`config.mk`:
```
export PLATFORM = sky130hd
export DESIGN_NAME = button_map_crc_summarizer
export DESIGN_NICKNAME = d
export VERILOG_FILES = /design/src/rtl/bmcs_pkg.sv /design/src/rtl/button_map_crc_summarizer.sv
export SDC_FILE = /design/constraint.sdc
export NUM_CORES = 1
export LEC_CHECK = 0
export BUFFER_PORTS_ARGS = -buffer_cell sky130_fd_sc_hd__buf_2
export CAP_MARGIN = 40
export CORE_UTILIZATION = 25
export DETAILED_ROUTE_END_ITERATION = 8
export HOLD_SLACK_MARGIN = 0.12
export PLACE_DENSITY_LB_ADDON = 0.15
export SYNTH_ARGS = -nofsm -noshare
export SYNTH_HDL_FRONTEND = slang
export SYNTH_SLANG_ARGS = --single-unit
export TNS_END_PERCENT = 5
```
`constraint.sdc`:
```
create_clock -name clk -period 5.5 [get_ports clk]
set_input_delay 0.55 -clock clk [delete_from_list [all_inputs] [get_ports clk]]
set_output_delay 0.55 -clock clk [all_outputs]
set_load 0.02 [all_outputs]
```
`src/rtl/bmcs_pkg.sv`:
```
// ----------------------------------------------------------------------------
// bmcs_pkg: button map CRC summariser package
// Beat types, limits and the CRC16-CCITT byte update.
// ----------------------------------------------------------------------------
package bmcs_pkg;

  localparam int MaxButtons = 128;

  localparam logic [15:0] CrcInit = 16'hFFFF;
  localparam logic [15:0] CrcPoly = 16'h1021;
  localparam logic [15:0] CrcZero = 16'h0000;

  localparam logic [1:0] KindPin       = 2'd0;
  localparam logic [1:0] KindMatrix    = 2'd1;
  localparam logic [1:0] KindShiftReg  = 2'd2;
  localparam logic [1:0] KindNonButton = 2'd3;

  typedef struct packed {
    logic [1:0] input_kind;
    logic [7:0] button_id;
    logic       last_input;
  } in_beat_t;

  typedef struct packed {
    logic [7:0]  btn_total;
    logic [3:0]  axes_on;
    logic [15:0] id_crc;
  } out_beat_t;

  // MSB first, no reflection, no final XOR
  function automatic logic [15:0] crc_byte(input logic [15:0] crc, input logic [7:0] b);
    logic [15:0] c;
    c = crc ^ {b, 8'h00};
    for (int k = 0; k < 8; k++) begin
      if (c[15]) begin
        c = {c[14:0], 1'b0} ^ CrcPoly;
      end else begin
        c = {c[14:0], 1'b0};
      end
    end
    return c;
  endfunction

  function automatic logic [3:0] popcount8(input logic [7:0] v);
    logic [3:0] n;
    n = 4'd0;
    for (int k = 0; k < 8; k++) begin
      n = n + {3'd0, v[k]};
    end
    return n;
  endfunction

endpackage

```
`src/rtl/button_map_crc_summarizer.sv`:
```
// ----------------------------------------------------------------------------
// button_map_crc_summarizer: button map CRC summariser
// Folds button ids into a CRC16-CCITT and emits one summary per list.
// ----------------------------------------------------------------------------
// Usage
//   Input channel (in_valid/in_ready/in_data): one beat per logical input.
//   Kinds pin, matrix and shift register are buttons; non-button beats only
//   matter when they carry last_input. Buttons past the 128th are ignored.
//   Output channel (out_valid/out_ready/out_data): one summary beat per
//   list, issued for the beat marked last_input: button count, number of
//   enabled axes and the CRC (zero when every id equals its position).
//   cfg_we/cfg_wdata write the axis enable mask; write it only while idle.
// Timing and throughput
//   The summary appears in the cycle after the last beat is taken. One beat
//   per cycle is accepted; the only storage between the channels is the
//   output register, so in_ready is high whenever that register is empty
//   or being drained in the same cycle.
// Reset
//   rst (synchronous) clears the list state (CRC 0xFFFF, sequential, count
//   0), the axis mask and the output valid.
// Stall
//   While out_valid is held by a low out_ready, in_ready drops and the
//   list state is frozen; no beat is lost.
// ----------------------------------------------------------------------------
module button_map_crc_summarizer (
  input  logic                clk,
  input  logic                rst,
  input  logic                in_valid,
  output logic                in_ready,
  input  bmcs_pkg::in_beat_t  in_data,
  output logic                out_valid,
  input  logic                out_ready,
  output bmcs_pkg::out_beat_t out_data,
  input  logic                cfg_we,
  input  logic [7:0]          cfg_wdata
);

  // list state
  logic [15:0] running_crc;
  logic        is_sequential;
  logic [7:0]  mapped_count;
  logic [7:0]  axis_enable_mask;

  logic [15:0] running_crc_next;
  logic        is_sequential_next;
  logic [7:0]  mapped_count_next;

  logic        accept;
  logic        take_button;
  logic        is_button;

  assign in_ready = !out_valid || out_ready;
  assign accept   = in_valid && in_ready;

  assign is_button   = (in_data.input_kind != bmcs_pkg::KindNonButton);
  // saturate: once the map is full further buttons are dropped entirely
  assign take_button = is_button && (mapped_count < 8'(bmcs_pkg::MaxButtons));

  always_comb begin
    running_crc_next   = running_crc;
    is_sequential_next = is_sequential;
    mapped_count_next  = mapped_count;
    if (take_button) begin
      running_crc_next  = bmcs_pkg::crc_byte(running_crc, in_data.button_id);
      mapped_count_next = mapped_count + 8'd1;
      if (in_data.button_id != mapped_count) begin
        is_sequential_next = 1'b0;
      end
    end
  end

  always_ff @(posedge clk) begin
    if (rst) begin
      running_crc   <= bmcs_pkg::CrcInit;
      is_sequential <= 1'b1;
      mapped_count  <= 8'd0;
    end else if (accept) begin
      if (in_data.last_input) begin
        // end of list: back to the empty-list state
        running_crc   <= bmcs_pkg::CrcInit;
        is_sequential <= 1'b1;
        mapped_count  <= 8'd0;
      end else begin
        running_crc   <= running_crc_next;
        is_sequential <= is_sequential_next;
        mapped_count  <= mapped_count_next;
      end
    end
  end

  always_ff @(posedge clk) begin
    if (rst) begin
      axis_enable_mask <= 8'd0;
    end else if (cfg_we) begin
      axis_enable_mask <= cfg_wdata;
    end
  end

  // output register
  always_ff @(posedge clk) begin
    if (rst) begin
      out_valid <= 1'b0;
    end else if (accept) begin
      out_valid <= in_data.last_input;
    end else if (out_ready) begin
      out_valid <= 1'b0;
    end
  end

  always_ff @(posedge clk) begin
    if (accept && in_data.last_input) begin
      out_data.btn_total <= mapped_count_next;
      out_data.axes_on   <= bmcs_pkg::popcount8(axis_enable_mask);
      out_data.id_crc    <= is_sequential_next ? bmcs_pkg::CrcZero : running_crc_next;
    end
  end

endmodule

```
==> results of run 1 <==
[routing by layer]
metal | share of wire [%] | track usage [%]
met5 | 0 | 0
met3 | 5.7 | 5.03
met4 | 1.5 | 4.42
met2 | 45 | 19.1
met1 | 47 | 16.1
[synthesized netlist by cell type, drive strengths merged, types with 4 or more instances]
master,n,area [um2]
buf,5,23.8
a32o,5,50.1
nand2,26,100
edfxtp,28,841
o21ai,16,80.1
xnor3,4,90.1
nor4,4,25.0
dfxtp,34,681
a21o,5,37.5
ha,4,50.1
inv,19,71.3
xor2,12,105
o211ai,14,105
clkbuf,10,37.5
fa,4,80.1
xnor2,24,218
mux2i,11,110
a21oi,8,40.0
nor2,20,75.1
[how the worst min path moves through the flow]
stage               depth (start not counted)  slack (ns)                              from                                to
floorplan                                   2        0.46  axis_enable_mask[0]$_SDFFE_PP0P_  axis_enable_mask[0]$_SDFFE_PP0P_
global placement                            2        0.48  axis_enable_mask[1]$_SDFFE_PP0P_  axis_enable_mask[1]$_SDFFE_PP0P_
finish                                      3        0.46                      cfg_wdata[6]  axis_enable_mask[6]$_SDFFE_PP0P_
global route                                3        0.48                      cfg_wdata[3]  axis_enable_mask[3]$_SDFFE_PP0P_
CTS                                         3        0.44                      cfg_wdata[6]  axis_enable_mask[6]$_SDFFE_PP0P_
detailed placement                          2        0.48  axis_enable_mask[0]$_SDFFE_PP0P_  axis_enable_mask[0]$_SDFFE_PP0P_
[flip-flops by register name (all words and copies together), names as in the netlist]
name,count
out_valid,1
mapped_count,8
out_data,28
axis_enable_mask,8
running_crc,16
is_sequential,1
[cell families (layout without fill, tap and decap cells)]
kind of cell / after synthesis / after routing / synth area share (%)
buf+inv: 34 / 92 / 4.22
mux: 12 / 12 / 3.86
compound gates: 63 / 63 / 13.7
fa+ha+maj: 8 / 8 / 4.14
flops: 62 / 62 / 48.4
simple gates: 71 / 71 / 11.0
xor+xnor: 42 / 42 / 14.6
[critical path: stages, from the launching register on]
cell     delay [ns]
dfxtp_1        0.32
inv_1          0.06
fa_1           0.55
fa_1           0.43
fa_1           0.43
inv_1          0.06
ha_1           0.16
inv_1          0.05
fa_1           0.37
xnor2_1        0.13
[area by class of cell]
class,instances,area [um2]
fillers,1287,8250
flip-flops and latches,62,1520
multi-input cells,196,1490
repair buffers,57,295
clock buffers,14,264
well taps,168,210
inverters,19,71.3
clock inverters,2,10.0
[placed cells by master (no fill, tap or decap), types with 3 or more instances in the layout]
| cell type | Yosys | layout |
|---|---|---|
| a21oi_1 | 8 | 8 |
| xnor3_1 | 4 | 4 |
| dfxtp_1 | 34 | 34 |
| nor4_1 | 4 | 4 |
| o211ai_1 | 14 | 14 |
| nor2_1 | 20 | 20 |
| buf_2 | 4 | 53 |
| inv_1 | 19 | 19 |
| xnor2_1 | 23 | 23 |
| a211o_1 | 3 | 3 |
| clkbuf_1 | 10 | 3 |
| o21ai_0 | 16 | 16 |
| clkbuf_16 | 0 | 9 |
| ha_1 | 4 | 4 |
| a21o_1 | 5 | 5 |
| nand2_1 | 25 | 25 |
| mux2i_1 | 11 | 11 |
| fa_1 | 4 | 4 |
| xor2_1 | 12 | 12 |
| buf_4 | 0 | 4 |
| or2_2 | 3 | 3 |
| edfxtp_1 | 28 | 28 |
| a32o_1 | 5 | 5 |
[through the flow]
stage	instance area (um2)	hold slack (ns)	util [%]
floorplan	3140	0.460	-
global placement	3590	0.475	29.6
detailed placement	3590	0.483	29.6
CTS	3860	0.444	31.9
global route	3860	0.483	31.9
finish	3860	0.455	31.9
[power groups by stage]
stage	sequential, W	combinational [W]	clock [W]
4_1_cts	0.000549	0.000273	0.000541
6_report	0.000548	0.000266	0.000520
3_3_place_gp	0.000557	0.000270	0
5_1_grt	0.000551	0.000298	0.000560
2_1_floorplan	0.000575	0.000177	0
3_5_place_dp	0.000558	0.000270	0
==> out/results.txt, run 1 <==
Post-layout min period: 2.80 ns
Overall power: 0.00133 W
Critical Path End Type: flip-flop
Post-CTS resize count: 0
Switching part of the total: 27.0%
Sequential power share: 41.1%
R2R depth: 9
Total die area: 13000 um2
Crit path kind: flip-flop to flip-flop
Die Wd: 114 um
Peak supply drop: 171 uV
Gate power share: 19.9%
RSZ-0062 raised after global routing: no
Synth Net Count: 324
Endpoints failing hold: 0
Final setup viols: 0
Status: completed
CP required: 5.58 ns
Residual DRC: 0
Leakage power: 1.59 nW
Core footprint: 12100 um2
Via Count: 2308
DP HPWL: 5.15 mm
Placer Congestion: 0.743
Layout cells sized above 1: 22.3%
# IOs: 54
Antenna Nets Post-Route: 0
Setup TNS: 0 ns
Diodes inserted: 0
Residual overflow from global routing: 0
FMAX: 357 MHz
Worst slew pin tran: 0.553 ns
Vias in the first global route: 2242
Global-route wire length before repair: 12.1 mm
Largest net degree at the start of global routing: 33
Vias/cell: 4.46
Ys async rst share: 0%
Cts hold-fix bufs: 0
Final #Nets: 377
Die Ht: 114 um
Slew HR: 63.1%
Cells after synthesis: 292
Mapped cell area: 3140 um2
Clock root cell: clkbuf_16
WL/cell: 14.3 um
CP max FO: 2
Nature of the critical path startpoint: flip-flop
DRT Wirelength: 7.40 mm
Clk_lat worst skew: 0.33 ns
Distinct cells, synth: 46
Initial antenna violation count: 0
Number of port buffers: 53
Clock Path Buffers: 2
TritonCTS buffer count: 9
CP startpoint: axis_enable_mask[0]$_SDFFE_PP0P_
# rows: 40
Total global routing track utilization: 12.5%
Power density cells: 345 nW/um2
Area Overhead vs Synth: 22.9%
CTS tree: done
Max cap viols: 0
Post-synth EDFFs: 28
# Post-CTS Setup Buffers: 0
Initial DRT Pass Iterations: 4
Reg2reg setup slack: 2.70 ns
Clock skew: 0.0104 ns
Clock transition at path regs: 0.05 ns
Worst reg2reg path endpoint: out_data[18]$_DFFE_PP_
Prevailing post-synth register cell: dfxtp_1
Syn Area/Cell: 10.8 um2
Starting density of the core: 26.0%
1st-iter DRT viols: 48
Pre-CTS setup slack: 2.68 ns
P_int: 0.000974 W
Hold Crit Class: input port to flip-flop
YS warnings: 0
Final Max Tran Viols: 0
Crit share post-route: 51.0%
Crit path to: out_data[18]$_DFFE_PP_
H-tree Lvls: 3
Critical Path AT: 2.88 ns
Clock Power Share: 39.0%
Fin cells: 518
Setup ws final: 2.70 ns
DP Cell Count: 502
Launching point of the worst reg2reg path: axis_enable_mask[0]$_SDFFE_PP0P_
CTS Sinks: 62
NetSw: 0.000360 W
Seq/Total Area, Yosys: 48.4%
Number of synthesized register bits: 62
(Power assumes the default switching activity.)
==> run 2, diff against run 1 <==
--- a/config.mk
+++ b/config.mk
@@ -5,6 +5,7 @@
 export SDC_FILE = /design/constraint.sdc
 export NUM_CORES = 1
 export LEC_CHECK = 0
+export ABC_AREA = 1
 export BUFFER_PORTS_ARGS = -buffer_cell sky130_fd_sc_hd__buf_2
 export CAP_MARGIN = 40
 export CORE_UTILIZATION = 25
==> constraint.sdc (replaced) <==
create_clock -name clk -period 2.4 [get_ports clk]
set_input_delay 0.24 -clock clk [delete_from_list [all_inputs] [get_ports clk]]
set_output_delay 0.24 -clock clk [all_outputs]
set_load 0.02 [all_outputs]
==> out/results.txt, run 2 <==
Status: finished, violations left
Failing checks: negative setup slack
Die Wd: 118 um (+3.5%)
Hold Crit Class: input port to flip-flop
Nature of the critical path startpoint: flip-flop
Launching point of the worst reg2reg path: axis_enable_mask[0]$_SDFFE_PP0P_
Synth top area cells: edfxtp_1 25%, nand2_1 21%, dfxtp_1 20%, inv_1 7.1%, a21oi_1 5.1%
CTS tree: done
Number of synthesized register bits: 62 (unchanged)
Clock skew: 0.00649 ns (-0.00390 ns)
Number of port buffers: 53 (unchanged)
R2R depth: 9 (unchanged)
Cts hold-fix bufs: 0 (unchanged)
Number of flip-flops under the largest register name: 28 (unchanged)
Clock transition at path regs: 0.05 ns (about the same)
Total global routing track utilization: 13.7% (+1.2 points)
Antenna Nets Post-Route: 0 (unchanged)
Leading area contributor after synthesis: edfxtp_1
Most frequent cells in the layout: 187 x nand2_1, 63 x inv_1, 53 x buf_2
Slowest-stage cell, CP: fa_1
DP Cell Count: 703 (+40%)
Area Overhead vs Synth: 23.4%
Critical Path AT: 2.90 ns (+0.02 ns)
Global-route wire length before repair: 14.6 mm (+21%)
RSZ-0062 raised after global routing: yes
TritonCTS buffer count: 9 (unchanged)
Clock root cell: clkbuf_16
Setup ws final: -0.408 ns (-3.10 ns)
Multi-input logic area: 1530 um2 (+3.0%)
Max cap viols: 0 (unchanged)
Largest net degree at the start of global routing: 36 (+9.1%)
YS warnings: 0 (unchanged)
Clk_lat worst skew: 0.33 ns (about the same)
Post-synth EDFFs: 28 (unchanged)
Layout fillers: 1439 (+12%)
Mapped cell area: 3370 um2 (+7.2%)
CP Cell Sequence: inv_2 > fa_1 > fa_1 > fa_1 > inv_1 > ha_1 > inv_1 > fa_1 > inv_1
Residual overflow from global routing: 0 (unchanged)
Critical Path End Type: flip-flop
Total die area: 13900 um2 (+7.0%)
DRT Wirelength: 8.85 mm (+20%)
Prevailing post-synth register cell: dfxtp_1
Count leader, synth: nand2_1
Post-layout min period: 2.81 ns (+0.00496 ns)
Via Count: 3065 (+33%)
Crit-path most repeated cell: fa_1
Worst reg2reg path endpoint: out_data[17]$_DFFE_PP_
Initial antenna violation count: 0 (unchanged)
# IOs: 54 (unchanged)
Die Ht: 118 um (+3.5%)
Clock Path Buffers: 2 (unchanged)
Slew HR: 63.2% (+0.17 points)
Initial DRT Pass Iterations: 4 (unchanged)
Final #Nets: 570 (+51%)
Vias/cell: 4.26 (-4.3%)
Power density cells: 715 nW/um2 (+110%)
Yosys top cell area share: 25.0% (-1.8 points)
Utilization after layout: 31.5% (-0.37 points)
WL/cell: 12.3 um (-14%)
FF+latch area: 1520 um2 (about the same)
Overall power: 0.00297 W (+120%)
Syn Area/Cell: 7.12 um2 (-34%)
CTS Sinks: 62 (unchanged)
# Post-CTS Setup Buffers: 0 (unchanged)
Peak supply drop: 262 uV (+54%)
Worst slew pin tran: 0.550 ns (-0.00213 ns)
Cells after synthesis: 473 (+62%)
Crit path kind: flip-flop to flip-flop
CP required: 2.49 ns (-3.09 ns)
CP peak stage delay: 0.55 ns (about the same)
FMAX: 356 MHz (-0.18%)
Diodes inserted: 0 (unchanged)
Seq/Total Area, Yosys: 45.2% (-3.2 points)
Reg2reg setup slack: -0.41 ns (-3.10 ns)
# rows: 42 (+5.0%)
Most common cell after layout, fill and taps aside: nand2_1
Layout cells sized above 1: 16.8% (-5.5 points)
CP startpoint: axis_enable_mask[0]$_SDFFE_PP0P_
Starting density of the core: 25.5% (-0.41 points)
Vias in the first global route: 3042 (+36%)
Synth top cells by count: 187 x nand2_1, 64 x inv_1, 34 x a21oi_1, 34 x dfxtp_1, 34 x nand3_1
Regs by FF count: out_data: 28 flops, running_crc: 16 flops
CP max FO: 2 (unchanged)
DP HPWL: 6.39 mm (+24%)
Distinct cells, synth: 26 (-43%)
Endpoints failing hold: 0 (unchanged)
Synth Net Count: 505 (+56%)
1st-iter DRT viols: 106 (+120%)
Leakage power: 2.08 nW (+31%)
Most flops, register: out_data
Crit path to: out_data[17]$_DFFE_PP_
Ys async rst share: 0% (unchanged)
Crit share post-route: 117% (+66 points)
H-tree Lvls: 3 (unchanged)
Final setup viols: 3 (+3)
Placer Congestion: 0.789 (+6.2%)
Final Max Tran Viols: 0 (unchanged)
Fin cells: 719 (+39%)
Residual DRC: 0 (unchanged)
Core footprint: 13200 um2 (+8.9%)
## run 2: worst min path at each step
stage,startpoint,endpoint,slack (ns),depth (start not counted)
3_3_place_gp,cfg_wdata[2],axis_enable_mask[2]$_SDFFE_PP0P_,0.47,3
6_report,cfg_wdata[2],axis_enable_mask[2]$_SDFFE_PP0P_,0.14,3
2_1_floorplan,cfg_wdata[2],axis_enable_mask[2]$_SDFFE_PP0P_,0.37,2
5_1_grt,cfg_wdata[2],axis_enable_mask[2]$_SDFFE_PP0P_,0.15,3
3_5_place_dp,cfg_wdata[2],axis_enable_mask[2]$_SDFFE_PP0P_,0.47,3
4_1_cts,cfg_wdata[2],axis_enable_mask[2]$_SDFFE_PP0P_,0.13,3
## run 2: timing repair
item / 4_1_cts / 5_1_grt
endpoints found under the setup margin: 4 / 4
hold endpoints to repair: 0 / 0
resized for setup: 2 / 0
## run 2: layout make-up
class	count	share of cell area [%]
Tap cell	176	5.30
Clock inverter	4	0.542
Inverter	68	6.14
Timing Repair Buffer	65	8.55
Multi-Input combinational cell	332	36.9
Sequential cell	62	36.6
Clock buffer	12	5.93
## run 2: where the power goes
group	total [W]	internal, W	leakage [nW]	switching, W
Sequential	0.00123	0.00119	0.546	0.0000391
Combinational	0.000544	0.000189	1.41	0.000355
Clock	0.00120	0.000722	0.132	0.000477
Total	0.00297	0.00210	2.08	0.000871
## run 2: per-layer routing
| layer | vias up | GRT usage [%] | wire length (um) |
|---|---|---|---|
| met5 | - | 0 | 0 |
| met4 | 0 | 6.49 | 166 |
| met3 | 12 | 3.44 | 295 |
| met2 | 44 | 21.7 | 4000 |
| met1 | 1393 | 17.5 | 4390 |
| li1 | 1616 | - | - |
## run 2: critical path, delay by kind of cell (launching register included)
| kind | cells | cell delay [ns] |
|---|---|---|
| DFF | 1 | 0.32 |
| adders and majority gates | 5 | 2.07 |
| buffers and inverters | 4 | 0.21 |
## run 2: logic make-up (layout without fill, tap and decap cells)
group / Yosys count / count (layout) / share of synthesized area [%]
adders and majority gates: 8 / 8 / 3.86
buffers and inverters: 79 / 149 / 9.36
DFF: 62 / 62 / 45.2
AOI/OAI and AO/OA: 64 / 64 / 9.84
xor gates and xnor gates: 6 / 6 / 1.56
and+or+nand+nor: 254 / 254 / 30.2
## run 2: per-stage QoR
stage	setup TNS [ns]	hold WS (ns)	setup WS [ns]	area, um2
6_report	-0.961	0.139	-0.408	4160
3_3_place_gp	-0.864	0.471	-0.374	3890
4_1_cts	-0.995	0.128	-0.420	4160
5_1_grt	-1.28	0.152	-0.496	4160
2_1_floorplan	-5.29	0.375	-0.319	3370
3_5_place_dp	-1.04	0.475	-0.435	3890
